==> src/rtl/wlsg_pkg.sv <==
package wlsg_pkg;

    localparam int FRAC_BITS   = 16;
    localparam int WSHIFT      = 62 - 2 * FRAC_BITS;
    localparam int GSHIFT      = 2 * FRAC_BITS;
    localparam int VAL_W       = 32;
    localparam int DELTA_W     = 33;
    localparam int INV_W       = 48;
    localparam int ACC_W       = 64;
    localparam int W_BITS      = 63;
    localparam int DIV_CW      = 6;
    localparam int MUL_W       = 33;
    localparam int PROD_W      = 2 * MUL_W;
    localparam int WIDE_W      = 128;
    localparam int EPS_W       = 16;
    localparam int IN_W        = 448;
    localparam int OUT_W       = 144;
    localparam int QUEUE_DEPTH = 2;
    localparam int QUEUE_AW    = $clog2(QUEUE_DEPTH);

    localparam logic [EPS_W-1:0] EPS_RESET = 16'd1;

    localparam logic [2:0] INV_XX = 3'd0;
    localparam logic [2:0] INV_XY = 3'd1;
    localparam logic [2:0] INV_XZ = 3'd2;
    localparam logic [2:0] INV_YY = 3'd3;
    localparam logic [2:0] INV_YZ = 3'd4;
    localparam logic [2:0] INV_ZZ = 3'd5;

    typedef struct packed {
        logic [2:0][VAL_W-1:0] mag_r;
        logic [2:0]            sgn_r;
        logic [DELTA_W-1:0]    mag_delta;
        logic                  sgn_delta;
        logic [5:0][INV_W-1:0] mag_inv;
        logic [5:0]            sgn_inv;
        logic                  last;
    } wlsg_item_t;

    typedef enum logic [13:0] {
        ST_IDLE   = 14'b00000000000001,
        ST_SQ_MUL = 14'b00000000000010,
        ST_SQ_ACC = 14'b00000000000100,
        ST_DSTART = 14'b00000000001000,
        ST_DWAIT  = 14'b00000000010000,
        ST_M_MUL  = 14'b00000000100000,
        ST_M_ACC  = 14'b00000001000000,
        ST_PP_MUL = 14'b00000010000000,
        ST_PP_ACC = 14'b00000100000000,
        ST_TERM   = 14'b00001000000000,
        ST_G_MUL  = 14'b00010000000000,
        ST_G_ACC  = 14'b00100000000000,
        ST_G_SUM  = 14'b01000000000000,
        ST_G_FIN  = 14'b10000000000000
    } wlsg_state_t;

    typedef struct packed {
        logic full;
        logic empty;
    } wlsg_qstat_t;

    // entry of the symmetric inverse for row k, column j
    function automatic logic [2:0] inv_sel(input logic [1:0] k, input logic [1:0] j);
        logic [2:0] idx;
        case ({k, j})
            4'b0000: idx = INV_XX;
            4'b0001: idx = INV_XY;
            4'b0010: idx = INV_XZ;
            4'b0100: idx = INV_XY;
            4'b0101: idx = INV_YY;
            4'b0110: idx = INV_YZ;
            4'b1000: idx = INV_XZ;
            4'b1001: idx = INV_YZ;
            4'b1010: idx = INV_ZZ;
            default: idx = INV_XX;
        endcase
        return idx;
    endfunction

endpackage

==> src/rtl/wlsg_queue.sv <==
module wlsg_queue
    import wlsg_pkg::*;
(
    input  logic        clk,
    input  logic        rst_n,
    input  logic        push,
    input  wlsg_item_t  push_item,
    input  logic        pop,
    output wlsg_item_t  head,
    output wlsg_qstat_t qstat
);

    wlsg_item_t          mem_reg [QUEUE_DEPTH];
    logic [QUEUE_AW-1:0] wr_ptr_reg;
    logic [QUEUE_AW-1:0] rd_ptr_reg;
    logic [QUEUE_AW:0]   count_reg;
    logic [QUEUE_AW-1:0] wr_ptr_next;
    logic [QUEUE_AW-1:0] rd_ptr_next;
    logic [QUEUE_AW:0]   count_next;

    assign head        = mem_reg[rd_ptr_reg];
    assign qstat.full  = (count_reg == (QUEUE_AW+1)'(QUEUE_DEPTH));
    assign qstat.empty = (count_reg == '0);

    always_comb
    begin
        wr_ptr_next = wr_ptr_reg;
        rd_ptr_next = rd_ptr_reg;
        count_next  = count_reg;
        if (push)
        begin
            wr_ptr_next = (wr_ptr_reg == QUEUE_AW'(QUEUE_DEPTH - 1)) ? '0 : wr_ptr_reg + 1'b1;
        end
        if (pop)
        begin
            rd_ptr_next = (rd_ptr_reg == QUEUE_AW'(QUEUE_DEPTH - 1)) ? '0 : rd_ptr_reg + 1'b1;
        end
        case ({push, pop})
            2'b10:   count_next = count_reg + 1'b1;
            2'b01:   count_next = count_reg - 1'b1;
            default: count_next = count_reg;
        endcase
    end

    always_ff @(posedge clk or negedge rst_n)
    begin
        if (!rst_n)
        begin
            wr_ptr_reg <= '0;
            rd_ptr_reg <= '0;
            count_reg  <= '0;
        end
        else
        begin
            wr_ptr_reg <= wr_ptr_next;
            rd_ptr_reg <= rd_ptr_next;
            count_reg  <= count_next;
        end
    end

    always_ff @(posedge clk)
    begin
        if (push)
        begin
            mem_reg[wr_ptr_reg] <= push_item;
        end
    end

endmodule

==> config.mk <==
export PLATFORM = sky130hd
export DESIGN_NAME = wlsg_queue
export DESIGN_NICKNAME = d
export VERILOG_FILES = /design/src/rtl/wlsg_pkg.sv /design/src/rtl/wlsg_queue.sv
export SDC_FILE = /design/constraint.sdc
export NUM_CORES = 1
export LEC_CHECK = 0
export ABC_CLOCK_PERIOD_IN_PS = 21300
export BUFFER_PORTS_ARGS = -buffer_cell sky130_fd_sc_hd__buf_2
export CORE_AREA = 4 4 335 337
export CTS_CLUSTER_SIZE = 12
export DETAILED_ROUTE_END_ITERATION = 6
export DIE_AREA = 0 0 339 341
export PLACE_DENSITY = 0.55
export SLEW_MARGIN = 30
export SYNTH_ARGS = -nofsm -noshare
export SYNTH_HDL_FRONTEND = slang
export SYNTH_SLANG_ARGS = --single-unit
export TNS_END_PERCENT = 1
==> constraint.sdc <==
create_clock -name clk -period 21.3 [get_ports clk]
set_input_delay 4.26 -clock clk [delete_from_list [all_inputs] [get_ports clk]]
set_output_delay 4.26 -clock clk [all_outputs]
set_load 0.02 [all_outputs]
==> impl_metrics.tcl <==
set metrics [dict create \
    synth_nets 1781 \
    synth_area_leaders "edfxtp_1 (82%), mux2_2 (15%), buf_6 (1.7%)" \
    status "completed" \
    die_h_um 341 \
    core_area_sq_um 109000 \
    rsz0062_at_grt "false" \
    post_cts_resized 0 \
    drc 0 \
    wl_met3_um 6120 \
    num_vias 16300 \
    critPathMaxFanout 71 \
    post_drt_via_cell_ratio 4.32 \
    min_period_over_period_pct 41.6 \
    clk_pin_slew_ps 60 \
    seq_area_frac_synth_pct 82.6 \
    clockRootBuffer "clkbuf_16" \
    cts_num_sinks 860 \
    worst-path-buf-inv 4 \
    antenna_found_initial 24 \
    maxSlewHeadroom_pct 29.3 \
    ctsHoldBuffers 0 \
    cp-end-kind "primary output" \
    cp-start-kind "flip-flop" \
    crit_top_cell "buf_4" \
    synth.distinct_cells 12 \
    p_per_area_nw_per_um2 141 \
    area_delta_synth_final_pct 27.8 \
    grt_first_pass_wirelength_um 116000 \
    hp-class "flip-flop to flip-flop" \
    drive_gt1_share_pct 61.2 \
    grt_start_max_net_pins 158 \
    peakVddDrop_v 0.0000873 \
    worst_pin_slew_ps 1060 \
    setup-tns-final_ps 0 \
    start_util_pct 28.7 \
    drv_slew 0 \
    first_pass_iters 4 \
    synth.top_cell.area_share_pct 82.3 \
    crit_family "buffers and inverters" \
    ys_seq_elements 860 \
    crit_chain "buf_4 -> buf_4 -> buf_4 -> mux2_2 -> buf_2" \
    cts_buffers 93 \
    syn_inst 1348 \
    crit_type "flip-flop to primary output" \
    post-route-min-period_ps 8870 \
    cp.arrival_ps 4610 \
    cts_buffer_depth 3 \
    die_area_sq_um 116000 \
    fin_nets 2706 \
    largest_register_ffs 856 \
    critical_path_required_ps 17040 \
    setup_violations 0 \
    gr-total-overflow 0 \
    max_freq_mhz 113 \
    synth.cell_area_sq_um 31200 \
    dp_hpwl_um 59900 \
    synth_top_cell_by_area "edfxtp_1" \
    skew_ps 19.0 \
    route.met2.wl_um 44000 \
    yosysWarnings 0 \
    cp_slowest_cell "buf_4" \
    p_total_w 0.00562 \
    grt_usage_pct 13.5 \
    dr.max_layer_used "met5" \
    post_cts_buffers 0 \
    ant_nets 0 \
    gp_congestion 0.881 \
    cap_violations 0 \
    m1WireLength_um 29500 \
    routed_wl_um 82100 \
    drt_iter0_drc 835 \
    hold_viol 0 \
    ios 862 \
    h-tree-depth 3 \
    portBuffers 861 \
    avgSynthCellArea_sq_um 23.2 \
    cts_tree "yes" \
    max_stage_delay_ps 830 \
    wire_per_inst_um 21.8 \
    die_x_um 339 \
    power.leakage_nw 14.7 \
    clk_latency_ps 640 \
    rows 121 \
    grt_pass1_vias 17300 \
]
-- where the power goes --
group / internal [W] / total, W / switching (W)
clock network: 0.000878 / 0.00151 / 0.000630
registers: 0.00225 / 0.00233 / 0.0000801
logic: 0.000651 / 0.00178 / 0.00113
-- per-stage QoR --
stage | std cells | util, % | worst slack (ps) | instance area (sq um) | hold WS, ps
after floorplan | 1348 | - | 5360 | 31200 | 456
after global placement | 3590 | 33.9 | 12790 | 37000 | 477
after detailed placement | 3591 | 34.0 | 13060 | 37000 | 495
after CTS | 3753 | 36.6 | 12320 | 39800 | 503
after global routing | 3768 | 36.7 | 12160 | 39900 | 518
final | 3771 | 36.7 | 12430 | 39900 | 503
-- logic make-up after synthesis --
| family | synth area share, % |
|---|---|
| XOR/XNOR | 0.140 |
| adder cells (fa/ha/maj) | 0.0400 |
| buffers and inverters | 1.70 |
| flip-flops | 82.6 |
| multiplexers | 15.4 |
| AND/OR/NAND/NOR | 0.0761 |
-- cells in the mapped netlist, drive strengths merged --
cell type  instances
nor2b              1
inv                1
and2               1
xnor2              2
ha                 1
mux2             428
nor2               3
buf               48
dfrtp              4
edfxtp           856
xor2               3
-- final cells by class --
class | count | area, sq um
fill | 10200 | 68900
timing repair buffer | 878 | 4520
inverter | 1 | 3.75
multi-input combinational | 439 | 4910
sequential | 860 | 25800
clock inverter | 45 | 450
antenna | 17 | 42.5
clock buffer | 117 | 2420
tap | 1414 | 1770
-- final timing paths --
check	from	slack [ps]	endpoint	cells after the start
setup reg to reg	wr_ptr_reg	17600	mem_reg[1][103]	4
hold / removal	count_reg[1]	500	count_reg[1]	1
setup / recovery	rd_ptr_reg	12430	head[133]	5
max in group asynchronous	rst_n	17760	rd_ptr_reg	1
hold reg to reg	count_reg[1]	500	count_reg[1]	1
min in group asynchronous	rst_n	3410	count_reg[1]	1
-- placed cells by master (no fill, tap or decap), types with 2 or more instances in the layout --
cell type  count
buf_2        861
edfxtp_1     856
mux2_2       428
clkbuf_16     93
clkbuf_1      24
diode_2       17
clkinv_1      16
clkinv_2      13
buf_4         11
bufinv_16      6
xor2_1         3
clkinv_8       3
dfrtp_1        3
buf_12         3
nor2_1         2
xnor2_1        2
inv_6          2
clkinv_4       2
buf_16         2
-- per-layer routing --
layer  GRT usage (%)  vias to the layer above
met3            4.26                      133
met2            24.5                      657
met4            5.32                        8
li1                -                     7287
met1            14.6                     8200
met5               0                        -
(Power assumes the default switching activity.)
