## config.mk

```make
export PLATFORM = sky130hd
export DESIGN_NAME = wlsg_front
export DESIGN_NICKNAME = d
export VERILOG_FILES = /design/src/rtl/wlsg_pkg.sv /design/src/rtl/wlsg_front.sv
export SDC_FILE = /design/constraint.sdc
export NUM_CORES = 1
export LEC_CHECK = 0
export BUFFER_PORTS_ARGS = -buffer_cell sky130_fd_sc_hd__buf_2
export CAP_MARGIN = 10
export CELL_PAD_IN_SITES_DETAIL_PLACEMENT = 1
export CELL_PAD_IN_SITES_GLOBAL_PLACEMENT = 1
export CORE_AREA = 5 5 341 343
export DETAILED_ROUTE_END_ITERATION = 6
export DIE_AREA = 0 0 346 348
export GPL_ROUTABILITY_DRIVEN = 0
export PLACE_DENSITY = 0.4
export SLEW_MARGIN = 15
export SYNTH_ARGS = -nofsm -noshare
export SYNTH_HDL_FRONTEND = slang
export SYNTH_SLANG_ARGS = --single-unit
```

## constraint.sdc

```tcl
create_clock -name vclk -period 6.56
set_clock_uncertainty 0.1 [all_clocks]
set_input_delay 1.312 -clock vclk [all_inputs]
set_output_delay 1.312 -clock vclk [all_outputs]
set_load 0.02 [all_outputs]
```

## src/rtl/wlsg_pkg.sv

```systemverilog
package wlsg_pkg;

    localparam int FRAC_BITS   = 16;
    localparam int WSHIFT      = 62 - 2 * FRAC_BITS;
    localparam int GSHIFT      = 2 * FRAC_BITS;
    localparam int VAL_W       = 32;
    localparam int DELTA_W     = 33;
    localparam int INV_W       = 48;
    localparam int ACC_W       = 64;
    localparam int W_BITS      = 63;
    localparam int DIV_CW      = 6;
    localparam int MUL_W       = 33;
    localparam int PROD_W      = 2 * MUL_W;
    localparam int WIDE_W      = 128;
    localparam int EPS_W       = 16;
    localparam int IN_W        = 448;
    localparam int OUT_W       = 144;
    localparam int QUEUE_DEPTH = 2;
    localparam int QUEUE_AW    = $clog2(QUEUE_DEPTH);

    localparam logic [EPS_W-1:0] EPS_RESET = 16'd1;

    localparam logic [2:0] INV_XX = 3'd0;
    localparam logic [2:0] INV_XY = 3'd1;
    localparam logic [2:0] INV_XZ = 3'd2;
    localparam logic [2:0] INV_YY = 3'd3;
    localparam logic [2:0] INV_YZ = 3'd4;
    localparam logic [2:0] INV_ZZ = 3'd5;

    typedef struct packed {
        logic [2:0][VAL_W-1:0] mag_r;
        logic [2:0]            sgn_r;
        logic [DELTA_W-1:0]    mag_delta;
        logic                  sgn_delta;
        logic [5:0][INV_W-1:0] mag_inv;
        logic [5:0]            sgn_inv;
        logic                  last;
    } wlsg_item_t;

    typedef enum logic [13:0] {
        ST_IDLE   = 14'b00000000000001,
        ST_SQ_MUL = 14'b00000000000010,
        ST_SQ_ACC = 14'b00000000000100,
        ST_DSTART = 14'b00000000001000,
        ST_DWAIT  = 14'b00000000010000,
        ST_M_MUL  = 14'b00000000100000,
        ST_M_ACC  = 14'b00000001000000,
        ST_PP_MUL = 14'b00000010000000,
        ST_PP_ACC = 14'b00000100000000,
        ST_TERM   = 14'b00001000000000,
        ST_G_MUL  = 14'b00010000000000,
        ST_G_ACC  = 14'b00100000000000,
        ST_G_SUM  = 14'b01000000000000,
        ST_G_FIN  = 14'b10000000000000
    } wlsg_state_t;

    typedef struct packed {
        logic full;
        logic empty;
    } wlsg_qstat_t;

    // entry of the symmetric inverse for row k, column j
    function automatic logic [2:0] inv_sel(input logic [1:0] k, input logic [1:0] j);
        logic [2:0] idx;
        case ({k, j})
            4'b0000: idx = INV_XX;
            4'b0001: idx = INV_XY;
            4'b0010: idx = INV_XZ;
            4'b0100: idx = INV_XY;
            4'b0101: idx = INV_YY;
            4'b0110: idx = INV_YZ;
            4'b1000: idx = INV_XZ;
            4'b1001: idx = INV_YZ;
            4'b1010: idx = INV_ZZ;
            default: idx = INV_XX;
        endcase
        return idx;
    endfunction

endpackage

```

## src/rtl/wlsg_front.sv

```systemverilog
module wlsg_front
    import wlsg_pkg::*;
(
    input  logic            s_tvalid,
    output logic            s_tready,
    input  logic [IN_W-1:0] s_tdata,
    input  logic            s_tlast,
    input  wlsg_qstat_t     qstat,
    output logic            push,
    output wlsg_item_t      item
);

    logic [VAL_W-1:0]   rv;
    logic [VAL_W-1:0]   other_v;
    logic [VAL_W-1:0]   center_v;
    logic [DELTA_W-1:0] delta;
    logic [INV_W-1:0]   iv;

    assign s_tready = !qstat.full;
    assign push     = s_tvalid && !qstat.full;

    assign other_v  = s_tdata[127:96];
    assign center_v = s_tdata[159:128];
    assign delta    = {other_v[VAL_W-1], other_v} - {center_v[VAL_W-1], center_v};

    always_comb
    begin
        item = '0;
        for (int i = 0; i < 3; i++)
        begin
            rv = s_tdata[VAL_W*i +: VAL_W];
            item.sgn_r[i] = rv[VAL_W-1];
            item.mag_r[i] = rv[VAL_W-1] ? (~rv + 32'd1) : rv;
        end
        item.sgn_delta = delta[DELTA_W-1];
        item.mag_delta = delta[DELTA_W-1] ? (~delta + 33'd1) : delta;
        for (int i = 0; i < 6; i++)
        begin
            iv = s_tdata[160 + INV_W*i +: INV_W];
            item.sgn_inv[i] = iv[INV_W-1];
            item.mag_inv[i] = iv[INV_W-1] ? (~iv + 48'd1) : iv;
        end
        item.last = s_tlast;
    end

endmodule

```

==> Flow_metrics.wiki <==
{| class="wikitable"
! Metric !! Value
|-
| Std-Cell Core Area || between 0.1 and 0.15 mm^2
|-
| Fmax achieved || 150 MHz
|-
| Status || finished, violations left
|-
| Maximum number of pins on one net before global-route repair || 50
|-
| Worst IR Drop VDD || 51.6 uV
|-
| Yosys cell types || 59
|-
| Slew Limit Fails || 0
|-
| Area growth from synthesis to final layout || 68.4%
|-
| Fin crit share || 1.02
|-
| Combined flip-flop and latch cell area || 0 um^2
|-
| Time the worst path needs with I/O delays and setup || between 6 and 7 ns
|-
| Number of filler cells placed in the layout || 14100
|-
| Combinational fraction of design power || 1.000
|-
| Sw Ratio || 0.637
|-
| Required @ worst endpoint || 5.15 ns
|-
| Vias in the first global route || 15800
|-
| Measured slew at the worst slew-check pin || 1.24 ns
|-
| Yosys warning count || 0
|-
| Slack of the critical path || -0.103 ns
|-
| Half-perimeter wire length of the detailed placement result || 75800 um
|-
| Final cell utilization of the core || 0.152
|-
| Cells taking the most area after synthesis || sky130_fd_sc_hd__xnor2_1, sky130_fd_sc_hd__o21ai_0, sky130_fd_sc_hd__o31ai_1, sky130_fd_sc_hd__nand2_1, sky130_fd_sc_hd__ha_1
|-
| Final routed wirelength across all metal layers || 82400 um
|-
| Crit Path Max Fanout || 4
|-
| Final antenna-violating net count || 0
|-
| Yosys top cell area share || 0.323
|-
| Arrival time of the worst setup path || roughly 5.3 ns
|-
| Critical Path Start Type || primary input
|-
| Critical Setup Path Class || in -> out
|-
| Final routed DRC violation total || 0
|-
| First-pass GRT wire length || 115000 um
|-
| Starting Density || 0.0903
|-
| Failing checks || negative setup slack
|-
| RSZ-0062 raised after global routing || true
|-
| Net switching power figure || 1.22 mW
|-
| Total GRT Usage || 0.126
|-
| Sequential Power Share || 0
|-
| Leak || 7.18 nW
|-
| Pre-antenna DRT Iters || 4
|-
| Share of the yosys chip area belonging to registers || 0
|-
| Routed wirelength normalized by instance count || around 21 um
|-
| Slew headroom || 0.163
|-
| Highest-count cells in the layout ignoring fill and taps || sky130_fd_sc_hd__buf_2, sky130_fd_sc_hd__xnor2_1, sky130_fd_sc_hd__nand2_1
|-
| Post-synthesis net count || about 2000
|-
| Iteration-0 DRC Markers || about 780
|-
| Share of final-layout standard cells stronger than drive strength 1 || 0.420
|-
| Initial antenna violation count || 54
|-
| Clock tree buffer count of the final layout || 0
|-
| Cell-internal power || roughly 0.69 mW
|-
| Number of nets at the end of the flow || between 2000 and 3000
|-
| Synthesized area per cell || 6.68 um^2
|-
| I/O pin count || about 880
|-
| Area of the die || around 0.12 mm^2
|-
| Sort of element at the end of the critical path || primary output
|-
| Number of standard-cell rows in the floorplan || about 120
|-
| Most frequent standard cell in the layout excluding fill and tap cells || sky130_fd_sc_hd__buf_2
|-
| Routed vias/inst || 3.84
|-
| Seq cells || 0
|-
| Cell accounting for the most synthesized area || sky130_fd_sc_hd__xnor2_1
|-
| Worst Hold Path EP || item[0]
|-
| Endpoints failing hold || 0
|-
| Path class of the lowest-slack min-delay path || in -> out
|-
| Grt ovf || 0
|-
| Horizontal extent of the die || 346 um
|-
| Clock share of power || 0
|-
| Worst hold path startpoint || s_tlast
|-
| Post-synthesis instance area || 0.0102 mm^2
|-
| Post-layout total power || 1.91 mW
|-
| Count of vias placed by the detailed router || 15300
|-
| Number of max-cap violations || 0
|-
| Height of the die || ~350 um
|-
| Number of instances on the worst hold path || 0
|-
| Power per Cell Area || between 100 and 150 mW/mm^2
|-
| Input/output buffers || between 800 and 900
|-
| Final setup violation count || 3
|-
| Cell count after synthesis || 1532
|}
area by class of cell:
| type | count | area, um^2 | share of cell area |
|---|---|---|---|
| tap | 1512 | 1890 | 0.110 |
| inverter | 70 | 263 | 0.0153 |
| antenna | 21 | 52.6 | 0.00305 |
| timing repair buffer | 998 | 5330 | 0.309 |
| multi-input combinational | 1389 | 9700 | 0.563 |
power by group through the flow:
stage	registers [mW]	logic [mW]	clock network, mW
6_report	0	1.91	0.000000424
5_1_grt	0	2.06	0.000000309
4_1_cts	0	1.94	0
3_5_place_dp	0	1.93	0
3_3_place_gp	0	1.94	0
2_1_floorplan	0	1.03	0
how the worst max path moves through the flow:
| stage | slack [ns] | to | start | cells past startpoint |
|---|---|---|---|---|
| after CTS | -0.12 | item[52] | s_tdata[172] | 12 |
| after floorplan | 0.10 | item[50] | s_tdata[172] | 10 |
| after global routing | -0.22 | item[52] | s_tdata[172] | 12 |
| after global placement | -0.15 | item[50] | s_tdata[169] | 13 |
| after detailed placement | -0.14 | item[50] | s_tdata[172] | 12 |
| final | -0.10 | item[52] | s_tdata[172] | 12 |
synthesized netlist by cell type, drive strengths merged (31+ instances only):
cell / count
xnor2: 377
nand2: 173
o21ai: 155
o31ai: 99
inv: 70
or4: 64
nor2: 62
or3: 61
a21oi: 51
o41ai: 51
clkbuf: 44
ha: 42
xor2: 33
nor4: 31
cell families after synthesis:
| family | after synthesis | share of synthesized area |
|---|---|---|
| compound gates | 417 | 0.267 |
| simple gates | 518 | 0.269 |
| mux | 1 | 0.000979 |
| fa+ha+maj | 43 | 0.0533 |
| xor+xnor | 410 | 0.351 |
| buf+inv | 143 | 0.0595 |
worst max-delay path: stages:
cell and delay [ns]:
sky130_fd_sc_hd__buf_6 0.09, sky130_fd_sc_hd__or4_4 0.52, sky130_fd_sc_hd__or3_4 0.34, sky130_fd_sc_hd__or3_4 0.37
sky130_fd_sc_hd__or3_4 0.33, sky130_fd_sc_hd__or4_4 0.43, sky130_fd_sc_hd__or4_4 0.45, sky130_fd_sc_hd__or3_4 0.35
sky130_fd_sc_hd__or4_4 0.48, sky130_fd_sc_hd__o31ai_4 0.26, sky130_fd_sc_hd__xnor2_1 0.15, sky130_fd_sc_hd__buf_4 0.16
through the flow:
stage	TNS (ns)	worst slack (ns)	hold WS [ns]	area, um^2	cells
2_1_floorplan	0	0.103	2.60	10200	1532
3_3_place_gp	-0.382	-0.150	2.52	17000	3963
3_5_place_dp	-0.395	-0.137	2.52	17000	3963
4_1_cts	-0.241	-0.117	2.52	17100	3966
5_1_grt	-0.707	-0.217	2.52	17200	3984
6_report	-0.270	-0.103	2.52	17200	3990
repair_timing:
| item | 4_1_cts | 5_1_grt |
|---|---|---|
| cloned | 0 | 0 |
| hold buffers | 0 | 0 |
| gates resized for setup | 9 | 17 |
| pin swaps | 3 | 4 |
| hold endpoints to repair | 0 | 0 |
| endpoints found under the setup margin | 6 | 26 |
| setup buffers | 3 | 3 |
layer usage:
metal  track usage  wire length (um)  up-vias
met4        0.0245              1470       12
met3        0.0346              6260       52
li1              -                 -     7451
met1         0.157             35000     7222
met5       0.00903               230        -
met2         0.219             39400      596
(Power assumes the default switching activity.)
